### src/hw/rtl/xover_pkg.sv
package xover_pkg;

  localparam int SAMPLE_W         = 24;
  localparam int CHAN_W           = 3;
  localparam int COEF_W           = 18;
  localparam int COEF_REG_W       = 3 * COEF_W;
  localparam int YHIST_W          = 32;
  localparam int FILTERS          = 3;
  localparam int DEFAULT_CHANNELS = 8;
  localparam int QUEUE_DEPTH      = 4;

  // Configuration port: 64-bit registers at byte address 8*i.
  localparam int ADDR_W      = 5;
  localparam int DATA_W      = 64;
  localparam int REG_SEL_LSB = 3;

  localparam logic [1:0] REG_ENABLE = 2'd0;
  localparam logic [1:0] REG_COEF_A = 2'd1;
  localparam logic [1:0] REG_COEF_B = 2'd2;
  localparam logic [1:0] REG_COEF_C = 2'd3;

  typedef struct packed {
    logic [CHAN_W-1:0]          chan;
    logic signed [SAMPLE_W-1:0] sample;
  } item_t;

  typedef logic [FILTERS-1:0][COEF_REG_W-1:0] coef_set_t;

  // Round a Q32.24 accumulator (Q.24 in) half up to Q.8 and clamp to 32 bits.
  function automatic logic signed [YHIST_W-1:0] sat_y(input logic signed [55:0] acc);
    logic signed [55:0] r;
    logic signed [39:0] t;
    r = acc + 56'sd32768;
    t = r[55:16];
    if (t > 40'sd2147483647) begin
      return 32'sh7FFFFFFF;
    end else if (t < -40'sd2147483648) begin
      return 32'sh80000000;
    end else begin
      return t[31:0];
    end
  endfunction

  // Round a Q.8 band value half up to an integer and clamp to 24 bits.
  function automatic logic signed [SAMPLE_W-1:0] band_out(input logic signed [33:0] q8);
    logic signed [34:0] r;
    logic signed [26:0] s;
    r = 35'(q8) + 35'sd128;
    s = r[34:8];
    if (s > 27'sd8388607) begin
      return 24'sh7FFFFF;
    end else if (s < -27'sd8388608) begin
      return 24'sh800000;
    end else begin
      return s[23:0];
    end
  endfunction

endpackage

### src/hw/rtl/xover_front.sv
module xover_front import xover_pkg::*; #(
  parameter int CHANNELS = DEFAULT_CHANNELS
) (
  input  logic                       clk,
  input  logic                       rst,
  input  logic                       enable,
  input  logic                       in_valid,
  output logic                       in_ready,
  input  logic [CHAN_W-1:0]          channel,
  input  logic signed [SAMPLE_W-1:0] sample,
  output logic                       head_valid,
  output item_t                      head,
  input  logic                       pop
);

  localparam int PTR_W = $clog2(QUEUE_DEPTH);
  localparam int CNT_W = PTR_W + 1;

  item_t            queue [QUEUE_DEPTH];
  logic [PTR_W-1:0] wr_ptr;
  logic [PTR_W-1:0] rd_ptr;
  logic [CNT_W-1:0] count;
  logic             keep;
  logic             push;
  logic             do_pop;

  // Items are taken while disabled or for a channel without history, and dropped.
  assign keep     = enable && ({29'd0, channel} < 32'(CHANNELS));
  assign in_ready = (count != CNT_W'(QUEUE_DEPTH));
  assign push     = in_valid && in_ready && keep;
  assign do_pop   = pop && head_valid;

  assign head_valid = (count != '0);
  assign head       = queue[rd_ptr];

  always_ff @(posedge clk) begin
    if (push) begin
      queue[wr_ptr] <= '{chan: channel, sample: sample};
    end
  end

  always_ff @(posedge clk) begin
    if (rst) begin
      wr_ptr <= '0;
      rd_ptr <= '0;
      count  <= '0;
    end else begin
      if (push) begin
        wr_ptr <= wr_ptr + 1'b1;
      end
      if (do_pop) begin
        rd_ptr <= rd_ptr + 1'b1;
      end
      if (push && !do_pop) begin
        count <= count + 1'b1;
      end else if (!push && do_pop) begin
        count <= count - 1'b1;
      end
    end
  end

endmodule

### config.mk
export PLATFORM = sky130hd
export DESIGN_NAME = xover_front
export DESIGN_NICKNAME = d
export VERILOG_FILES = /design/src/hw/rtl/xover_pkg.sv /design/src/hw/rtl/xover_front.sv
export SDC_FILE = /design/constraint.sdc
export NUM_CORES = 1
export LEC_CHECK = 0
export ABC_CLOCK_PERIOD_IN_PS = 2150
export BUFFER_PORTS_ARGS = -buffer_cell sky130_fd_sc_hd__buf_2
export CORE_ASPECT_RATIO = 0.5
export CORE_MARGIN = 2
export CORE_UTILIZATION = 45
export DETAILED_ROUTE_END_ITERATION = 7
export GPL_ROUTABILITY_DRIVEN = 0
export GPL_TIMING_DRIVEN = 1
export HOLD_SLACK_MARGIN = 0.02
export PLACE_DENSITY = 0.66
export SLEW_MARGIN = 20
export SYNTH_ARGS = -nofsm -noshare
export SYNTH_HDL_FRONTEND = slang
export SYNTH_SLANG_ARGS = --single-unit
### constraint.sdc
create_clock -name clk -period 2.15 [get_ports clk]
set_clock_uncertainty 0.15 [all_clocks]
set_input_delay 0.1075 -clock clk [delete_from_list [all_inputs] [get_ports clk]]
set_output_delay 0.1075 -clock clk [all_outputs]
set_load 0.03 [all_outputs]
# Yosys cells after proc, flatten, opt, wreduce, memory -nomap -nowiden
# Memories as Yosys holds them, arrays and structs flattened. A register that Yosys moved wholly into a read port is not among the register bits.
# Index checks and enable logic that the tools add are counted.
[totals]
ff_bits = 7
mem_bits_rw = 108
inputBits = 32
output_inout_bits = 29
word_cells = 24
mem_count = 1
[op_classes]
addsub = 4
n_eq_ne = 1
n_mux = 6
reduce_logical = 9
[memory_table]
columns = ["memory", "depth", "word_bits", "read_ports", "rd_ports_with_merged_regs", "wr", "line_no", "rtl"]
rows = [
  ["queue", 4, 27, 1, 1, 1, "xover_front.sv:19", "item_t queue [QUEUE_DEPTH];"],
]
[op_table]
columns = ["op", "n"]
rows = [
  ["two-way mux 3 bit", 2],
  ["logical AND 1 bit", 5],
  ["adder 2 x 1 -> 2 bit, second input constant", 2],
  ["two-way mux 2 bit", 2],
  ["adder 3 x 1 -> 3 bit, second input constant", 1],
  ["inequality test 3 bit, second input constant", 1],
  ["nonzero test 3 bit", 1],
  ["subtractor 3 x 1 -> 3 bit, second input constant", 1],
  ["logical NOT 1 bit", 2],
  ["two-way mux 1 bit", 2],
  ["nonzero test 2 bit", 1],
]

# Depth between registers and ports, before layout
# Gate-level depths: netlist of run 1.
[depth]
depth_word = 7
ltp_mapped = 8
ltp_nobuf = 8

# Worst setup path before layout of run 1
# OpenSTA, ideal clock, no wires.
[synth_path]
path_type = "register to register"
startpoint = "register count[0]"
endpoint = "register count[2]"
setup_ns = 0.070
arrival_time_ns = 1.938
required_ns = 1.930
slack_ns = -0.008
path_stages_with_launch = 9
path_buffers = 0
synth_period_minus_slack_ns = 2.158
path_cell_list = "dfxtp_1 nor2_1 a21oi_4 ha_1 inv_1 fa_1 xor2_1 or3_1 a21oi_1"
[synth_via]
elab_chain_len = 6
word_cells_on_any_way = 14
cone_classes = "add/sub: 2; eq/ne: 1; mux: 2; reduce/logical: 9"
[synth_lines]
columns = ["item", "line_no", "rtl"]
rows = [
  ["from (decl)", "xover_front.sv:22", "logic [CNT_W-1:0] count;"],
  ["from (signal assigned)", "xover_front.sv:55", "count <= count + 1'b1;"],
  ["from (signal assigned)", "xover_front.sv:57", "count <= count - 1'b1;"],
  ["inequality test 3 bit (*)", "xover_front.sv:29", "assign in_ready = (count != CNT_W'(QUEUE_DEPTH));"],
  ["logical AND 1 bit (*) (2 in a row)", "xover_front.sv:30", "assign push = in_valid && in_ready && keep;"],
  ["net push", "xover_front.sv:24", "logic push;"],
  ["logical NOT 1 bit", "xover_front.sv:56", "end else if (!push && do_pop) begin"],
  ["logical AND 1 bit", "xover_front.sv:56", ""],
  ["nonzero test 2 bit (no source line)", "n/a", ""],
]
# The timed path passes the listed nets; every way through them passes the cells marked *. The select of a mux whose other input is x is not followed.
# A chain may end at the register's enable or synchronous reset.

# Worst setup path in the final report of run 1
[layout_path]
startpoint = "register count[0]"
endpoint = "register count[2]"
[layout_via]
elab_chain_len = 6
word_cells_on_any_way = 14
cone_classes = "add/sub: 2; eq/ne: 1; mux: 2; reduce/logical: 9"
[layout_lines]
columns = ["item"]
rows = [
  ["branches (longest 6 deep; another with subtractor 3 x 1 -> 3 bit)"],
]
# Parallel ways; which one is timed is not known. The select of a mux whose other input is x is not followed.

==> impl_results.rst, run 1 <==
.. list-table::
   :header-rows: 1

   * - Metric
     - Value
   * - Multi-input gate area in the final layout
     - 940 sq um
   * - Flop-to-flop setup slack
     - 40 ps
   * - Setup total negative slack
     - 0 ps
   * - Worst supply voltage drop on vdd
     - 0.666 mV
   * - Sequential share of the synthesized area
     - 77.4%
   * - Total routed wire length on the met1 layer
     - 3240 um
   * - Summed instance area of the synthesized netlist
     - 4420 sq um
   * - Share of synthesized flip-flops with an asynchronous set or reset
     - 0%
   * - Nets in the synthesized netlist
     - 228
   * - Reg2Reg Capture Point
     - count[2]$_SDFFE_PP0P_
   * - Share of the clock period used by the worst path after layout
     - 98.0%
   * - Drt pass-1 iters
     - 5
   * - Clock latency of the later-clocked register in the worst-skew pair
     - 400 ps
   * - Final max-slew violation count
     - 0
   * - Y dimension of the die
     - 74.1 um
   * - R2r startpoint
     - count[0]$_SDFFE_PP0P_
   * - FF+latch area
     - 3430 sq um
   * - Hpwl dp
     - 4460 um
   * - Number of remaining DRC errors
     - 0
   * - Min setup slack post-route
     - 43.3 ps
   * - Initial standard-cell utilization of the core
     - 46.5%
   * - Number of cells on the worst reg-to-reg path
     - 7
   * - Maximum Capacitance Violations
     - 0
   * - DR WL met2
     - 4130 um
   * - Sort of element at the end of the critical path
     - register
   * - GRT overflow
     - 0
   * - Detailed route wirelength on metal3
     - 366 um
   * - Post-DR wirelength/cell
     - 17.4 um
   * - Startpoint of the lowest-slack hold path
     - in_valid
   * - Pin count of the biggest net entering global routing
     - 28
   * - Uppermost routed layer
     - met4
   * - Most used DFF post-synth
     - edfxtp_1
   * - Final-layout fill cell count
     - 704
   * - Worst hold slack across all endpoints
     - 114 ps
   * - Count of mapped cells out of synthesis
     - 190
   * - Global-route wire length before repair
     - 12000 um
   * - Yosys cell types
     - 24
   * - WL final
     - 7860 um
   * - Initial antenna violation count
     - 0
   * - Setup Viol. Count Final
     - 0
   * - CTS Buf Count
     - 17
   * - Result of the run
     - finished, final reports clean
   * - Die X
     - 144 um
   * - CTS sink count
     - 117
   * - Placeable core region
     - 9510 sq um
   * - Largest fanout of any net on the critical path
     - 4
   * - Clock tree root driver cell
     - clkbuf_16
   * - Required time of the critical path
     - 2340 ps
   * - Via count of the routed design
     - 2209
   * - Vias per cell
     - 4.88
   * - Global Route Usage Sum
     - 16.3%
   * - Crit Path Class
     - reg2reg
   * - Buffer levels on the longest clock path
     - 2
   * - Min cycle time layout
     - 2110 ps
   * - Avg Synthesized Cell Area
     - 23.3 sq um
   * - Leakage power total
     - 2.08 nW
   * - Die ar.
     - 10700 sq um
   * - Actual transition at the worst max-transition pin
     - 550 ps
   * - Via count of the first global-routing pass
     - 2397
   * - Count of state elements after synthesis
     - 117
   * - Worst slew margin relative to its limit
     - 62.8%
   * - CTS tree
     - built
   * - Final hold violations
     - 0
   * - Timing-limited maximum frequency
     - 475 MHz
   * - Data arrival time of the critical path
     - 2290 ps
   * - Number of nets still failing antenna checks after routing
     - 0
   * - Number of synthesis warnings
     - 0
   * - PortBufs
     - 60
   * - Layout cells sized above 1
     - 39.9%
   * - Power density over the cells
     - 1210 nW/um^2
   * - Layout overhead on the synthesized area
     - 33.2%
   * - Placement Rows
     - 25
   * - Final nets
     - 343
   * - CTS clock-pin slew for the worst setup and hold paths
     - 50 ps
   * - Number of stages on the worst hold path
     - 5
   * - Core occupancy in the finished layout
     - 61.9%
   * - Startpoint type of the worst setup path
     - register
   * - Post-synth EDFFs
     - 108
   * - DR iter-0 viols
     - 105
   * - Count of inserted antenna diode cells
     - 0
   * - Setup slack at placement
     - -36.9 ps
   * - Non-filler cells in the finished layout
     - 453
   * - Worst hold-check path type
     - in2reg
   * - I/O pin cnt
     - 61
   * - Hold Crit Endpoint
     - wr_ptr[1]$_SDFFE_PP0P_
   * - Level count of the clock H-tree
     - 4
   * - Number of cells after detailed placement
     - 390
## registers in the layout, indices dropped and copies added, names as in the netlist, named ones only
register,flops
rd_ptr,2
queue,108
wr_ptr,2
count,3
## how the worst max path moves through the flow
stage                                startpoint               endpoint  slack (ps)  cells after the start
after global placement    count[0]$_SDFFE_PP0P_  count[2]$_SDFFE_PP0P_          80                      7
after CTS                 count[0]$_SDFFE_PP0P_  count[2]$_SDFFE_PP0P_           2                      7
after detailed placement  count[0]$_SDFFE_PP0P_  count[2]$_SDFFE_PP0P_         -40                      7
after floorplan           count[1]$_SDFFE_PP0P_  count[2]$_SDFFE_PP0P_          10                      8
after global routing      count[0]$_SDFFE_PP0P_  count[2]$_SDFFE_PP0P_         -20                      7
final                     count[0]$_SDFFE_PP0P_  count[2]$_SDFFE_PP0P_          40                      7
## routing by layer
layer / vias up / track usage [%]
li1: 1028 / -
met1: 1127 / 17.6
met2: 42 / 27.9
met3: 12 / 7.02
met4: 0 / 9.06
met5: - / 0
## cell type report
cell class | instances | share of cell area, %
clock buffers | 18 | 7.29
clock inverters | 14 | 2.40
inverters | 3 | 0.191
multi-input cells | 63 | 16.0
flip-flops and latches | 117 | 58.2
well taps | 135 | 2.87
repair buffers | 103 | 13.1
## worst max-delay path: stages, from the launching register on
cell	delay [ps]
dfxtp_4	360
o31ai_4	310
ha_4	180
inv_1	50
fa_1	370
xor2_1	180
or3_1	320
a21oi_1	130
## cells by family after synthesis
logic type               count (synthesis)  share of synthesized area, %
AND/OR/NAND/NOR                         18                          1.98
adder cells (fa/ha/maj)                  6                          1.87
XOR/XNOR                                 4                         0.792
flip-flops                             117                          77.4
AO/OA/AOI/OAI                            5                          1.07
multiplexers                            30                          15.0
buffers and inverters                   10                          1.84
## metrics by stage
step	instance area, sq um	power, mW
2_1_floorplan	4420	4.03
3_3_place_gp	4990	4.40
3_5_place_dp	4990	4.44
4_1_cts	5870	7.19
5_1_grt	5890	7.42
6_report	5890	7.13
## where the power goes
| part | total, mW | internal (mW) | switching, mW | leakage (nW) |
|---|---|---|---|---|
| Clock | 2.67 | 1.78 | 0.889 | 0.281 |
| Combinational | 1.74 | 0.741 | 1.00 | 0.746 |
| Sequential | 2.71 | 2.64 | 0.0723 | 1.06 |
## Yosys cell counts (3+ instances only)
master    count  area (sq um)
and2_1        4          25.0
buf_2         3          15.0
dfxtp_1       9           180
edfxtp_1    108          3240
ha_1          5          62.6
inv_1         3          11.3
mux4_1        7           184
mux4_2       20           450
nor2_1        8          30.0
xor2_1        4          35.0
## cells in the final DEF (no fill, tap or decap), types with 3 or more instances in the layout
| cell type | instances |
|---|---|
| and2_1 | 4 |
| buf_12 | 6 |
| buf_2 | 60 |
| buf_4 | 8 |
| bufinv_16 | 3 |
| clkbuf_16 | 17 |
| clkinv_1 | 5 |
| clkinv_2 | 5 |
| dfxtp_1 | 6 |
| dlygate4sd3_1 | 29 |
| edfxtp_1 | 108 |
| ha_1 | 4 |
| inv_1 | 3 |
| mux4_1 | 7 |
| mux4_2 | 20 |
| nor2_1 | 8 |
| xor2_1 | 4 |
## what timing repair did
item,in CTS,in global routing
gates resized for setup,4,1
setup buffers,0,2
hold endpoints to repair,117,0
hold buffers,29,0
setup endpoints to repair,1,1
pin swaps,1,3
No activity file was read; power rests on OpenSTA's default activity.
==> run 2, diff against run 1 <==
--- a/config.mk
+++ b/config.mk
@@ -5,6 +5,7 @@
 export SDC_FILE = /design/constraint.sdc
 export NUM_CORES = 1
 export LEC_CHECK = 0
+export ABC_AREA = 1
 export ABC_CLOCK_PERIOD_IN_PS = 2150
 export BUFFER_PORTS_ARGS = -buffer_cell sky130_fd_sc_hd__buf_2
 export CORE_ASPECT_RATIO = 0.5
@@ -19,3 +20,4 @@
 export SYNTH_ARGS = -nofsm -noshare
 export SYNTH_HDL_FRONTEND = slang
 export SYNTH_SLANG_ARGS = --single-unit
+export TNS_END_PERCENT = 5
==> run 2 against run 1 <==
Routed wire length is 21% higher. Register-to-register slack better by 50 ps. Global-route usage is 2.1 points higher. Power increased by 2.5%. Utilization down 0.80 points. Die area is 3.0% higher. Critical endpoint is now count[1]$_SDFFE_PP0P_.
==> impl_results.rst, run 2 <==
.. list-table::
   :header-rows: 1

   * - Metric
     - Value
   * - Result of the run
     - finished, final reports clean
   * - CTS clock-pin slew for the worst setup and hold paths
     - 50 ps
   * - Pin count of the biggest net entering global routing
     - 55
   * - Hpwl dp
     - 5540 um
   * - Timing-limited maximum frequency
     - 485 MHz
   * - WL final
     - 9490 um
   * - CTS tree
     - built
   * - Final nets
     - 476
   * - Hold Crit Endpoint
     - wr_ptr[0]$_SDFFE_PP0P_
   * - Reg2Reg Capture Point
     - count[1]$_SDFFE_PP0P_
   * - Final-layout fill cell count
     - 748
   * - Post-detailed-placement cell area
     - 5020 sq um
   * - Global Route Usage Sum
     - 18.4%
   * - Ordered list of cells on the worst path
     - nor2_4 -> nand2_2 -> nand2_4 -> inv_1 -> ha_1 -> inv_1 -> fa_1 -> o21ai_1 -> nor2_1
   * - Min setup slack post-route
     - 89.4 ps
   * - Min cycle time layout
     - 2060 ps
   * - Layout overhead on the synthesized area
     - 29.1%
   * - Setup repair after global routing missed its margin
     - no
   * - Top register by number of flip-flops
     - queue
   * - DR iter-0 viols
     - 189
   * - Via count of the routed design
     - 3003
   * - Global-route wire length before repair
     - 14800 um
   * - Vias per cell
     - 5.12
   * - Post-DR wirelength/cell
     - 16.2 um
   * - Largest fanout of any net on the critical path
     - 7
   * - Worst supply voltage drop on vdd
     - 0.631 mV
   * - Worst hold-check path type
     - in2reg
   * - Layout cells sized above 1
     - 25.3%
   * - Most common library cell in the layout ignoring fill and taps
     - edfxtp_1
   * - Summed instance area of the synthesized netlist
     - 4560 sq um
   * - Setup Viol. Count Final
     - 0
   * - Worst slew margin relative to its limit
     - 78.3%
   * - Die ar.
     - 11000 sq um
   * - Leading post-synthesis cells by instance count
     - edfxtp_1, nor2_1, o21ai_0
   * - Initial antenna violation count
     - 0
   * - Sequential share of the synthesized area
     - 75.0%
   * - Drt pass-1 iters
     - 4
   * - Clock latency of the later-clocked register in the worst-skew pair
     - 410 ps
   * - Final hold violations
     - 0
   * - Power density over the cells
     - 1240 nW/um^2
   * - Largest registers
     - queue (108), count (3)
   * - Placeable core region
     - 9630 sq um
   * - Number of cells on the worst reg-to-reg path
     - 9
   * - CTS Buf Count
     - 17
   * - Initial standard-cell utilization of the core
     - 47.4%
   * - Most used DFF post-synth
     - edfxtp_1
   * - Final Power
     - 7.30 mW
   * - Count of inserted antenna diode cells
     - 0
   * - Required time of the critical path
     - 2290 ps
   * - Leakage power total
     - 2.18 nW
   * - Y dimension of the die
     - 75.2 um
   * - Flop-to-flop setup slack
     - 90 ps
   * - Cell taking the most area after synthesis
     - edfxtp_1
   * - GRT overflow
     - 0
   * - Avg Synthesized Cell Area
     - 13.8 sq um
   * - Number of remaining DRC errors
     - 0
   * - Post-CTS setup repair buffer count
     - 0
   * - Most numerous cell in the Yosys netlist
     - edfxtp_1
   * - Top cell by count, worst path
     - inv_1
   * - CTS sink count
     - 117
   * - Number of flip-flops in the largest register
     - 108
   * - R2r startpoint
     - count[1]$_SDFFE_PP0P_
   * - Via count of the first global-routing pass
     - 3100
   * - Placement Rows
     - 25
   * - Setup total negative slack
     - 0 ps
   * - I/O pin cnt
     - 61
   * - Crit Path Class
     - reg2reg
   * - Highest-count cells in the layout ignoring fill and taps
     - edfxtp_1, nor2_1, buf_2
   * - Share of the clock period used by the worst path after layout
     - 95.8%
   * - Fraction of synthesized cell area taken by the top area cell type
     - 71.1%
   * - Count of mapped cells out of synthesis
     - 331
   * - Share of synthesized flip-flops with an asynchronous set or reset
     - 0%
   * - Data arrival time of the critical path
     - 2200 ps
   * - Number of synthesis warnings
     - 0
   * - PortBufs
     - 60
   * - Actual transition at the worst max-transition pin
     - 325 ps
   * - Clock tree root driver cell
     - clkbuf_16
   * - Main area contributors after synthesis
     - edfxtp_1, nor2_1, dfxtp_1, o22ai_1, o21ai_0
   * - Die X
     - 146 um
   * - Sort of element at the end of the critical path
     - register
   * - Maximum Capacitance Violations
     - 0
   * - Startpoint type of the worst setup path
     - register
   * - Count of state elements after synthesis
     - 117
   * - Level count of the clock H-tree
     - 4
   * - Buffer levels on the longest clock path
     - 2
   * - Setup slack at placement
     - 77.0 ps
   * - Nets in the synthesized netlist
     - 369
   * - Startpoint of the lowest-slack hold path
     - enable
   * - Final max-slew violation count
     - 0
   * - Cell area after layout
     - 5890 sq um
   * - Number of stages on the worst hold path
     - 6
   * - Post-synth EDFFs
     - 108
   * - Max incr delay on CP
     - 420 ps
   * - Yosys cell types
     - 22
   * - Launching element of the worst setup path
     - count[1]$_SDFFE_PP0P_
   * - Number of nets still failing antenna checks after routing
     - 0
   * - CP max stage cell
     - fa_1
[run 2: power by group]
group / switching (mW) / internal (mW) / leakage (nW)
combinational: 1.35 / 0.585 / 0.851
sequential: 0.114 / 2.66 / 1.06
clock: 0.924 / 1.67 / 0.273
total: 2.39 / 4.91 / 2.18
[run 2: cell type report]
| type | instances | area (sq um) | area share [%] |
|---|---|---|---|
| sequential | 117 | 3430 | 58.2 |
| multi-input combinational | 181 | 945 | 16.0 |
| timing repair buffer | 104 | 723 | 12.3 |
| clock buffer | 18 | 429 | 7.29 |
| tap | 135 | 169 | 2.87 |
| clock inverter | 14 | 118 | 2.00 |
| inverter | 17 | 76.3 | 1.30 |
[run 2: kinds of logic after synthesis]
family / Yosys count / synth area share, %
and+or+nand+nor: 89 / 7.98
adders and majority gates: 6 / 1.81
xor gates and xnor gates: 1 / 0.192
buffers and inverters: 33 / 4.91
DFF: 117 / 75.0
AOI/OAI and AO/OA: 85 / 10.1
[run 2: routing by layer]
| metal | wire [um] | share of wire, % | GRT usage (%) |
|---|---|---|---|
| met3 | 562 | 5.9 | 6.18 |
| met1 | 3980 | 42 | 20.9 |
| met2 | 4830 | 51 | 32.0 |
| met5 | 0 | 0 | 0 |
| met4 | 113 | 1.2 | 10.1 |
[run 2: how the worst max path moves through the flow]
stage	endpoint	slack [ps]	cells past startpoint
finish	count[1]$_SDFFE_PP0P_	90	9
global route	count[1]$_SDFFE_PP0P_	3	9
CTS	count[1]$_SDFFE_PP0P_	40	9
detailed placement	count[2]$_SDFFE_PP0P_	80	13
global placement	count[2]$_SDFFE_PP0P_	200	13
floorplan	queue[0][0]$_DFFE_PP_	-310	4
[run 2: critical path, delay by kind of cell, from the launching register on]
| kind | cells | cell delay [ps] |
|---|---|---|
| buffers and inverters | 2 | 190 |
| AOI/OAI and AO/OA | 1 | 160 |
| and+or+nand+nor | 4 | 460 |
| adders and majority gates | 2 | 640 |
| DFF | 1 | 340 |
[run 2: metrics by stage]
step / hold WS, ps / utilization (%) / cells
floorplan: 26.6 / - / 331
global placement: 167 / 52.1 / 522
detailed placement: 174 / 52.1 / 522
CTS: 102 / 61.1 / 586
global route: 142 / 61.1 / 586
finish: 106 / 61.1 / 586
[run 2: repair_timing]
item                       in CTS  in global routing
hold buffers                   32                  0
setup endpoints to repair       0                 18
hold endpoints to repair      117                  0
gates resized for setup         0                  5
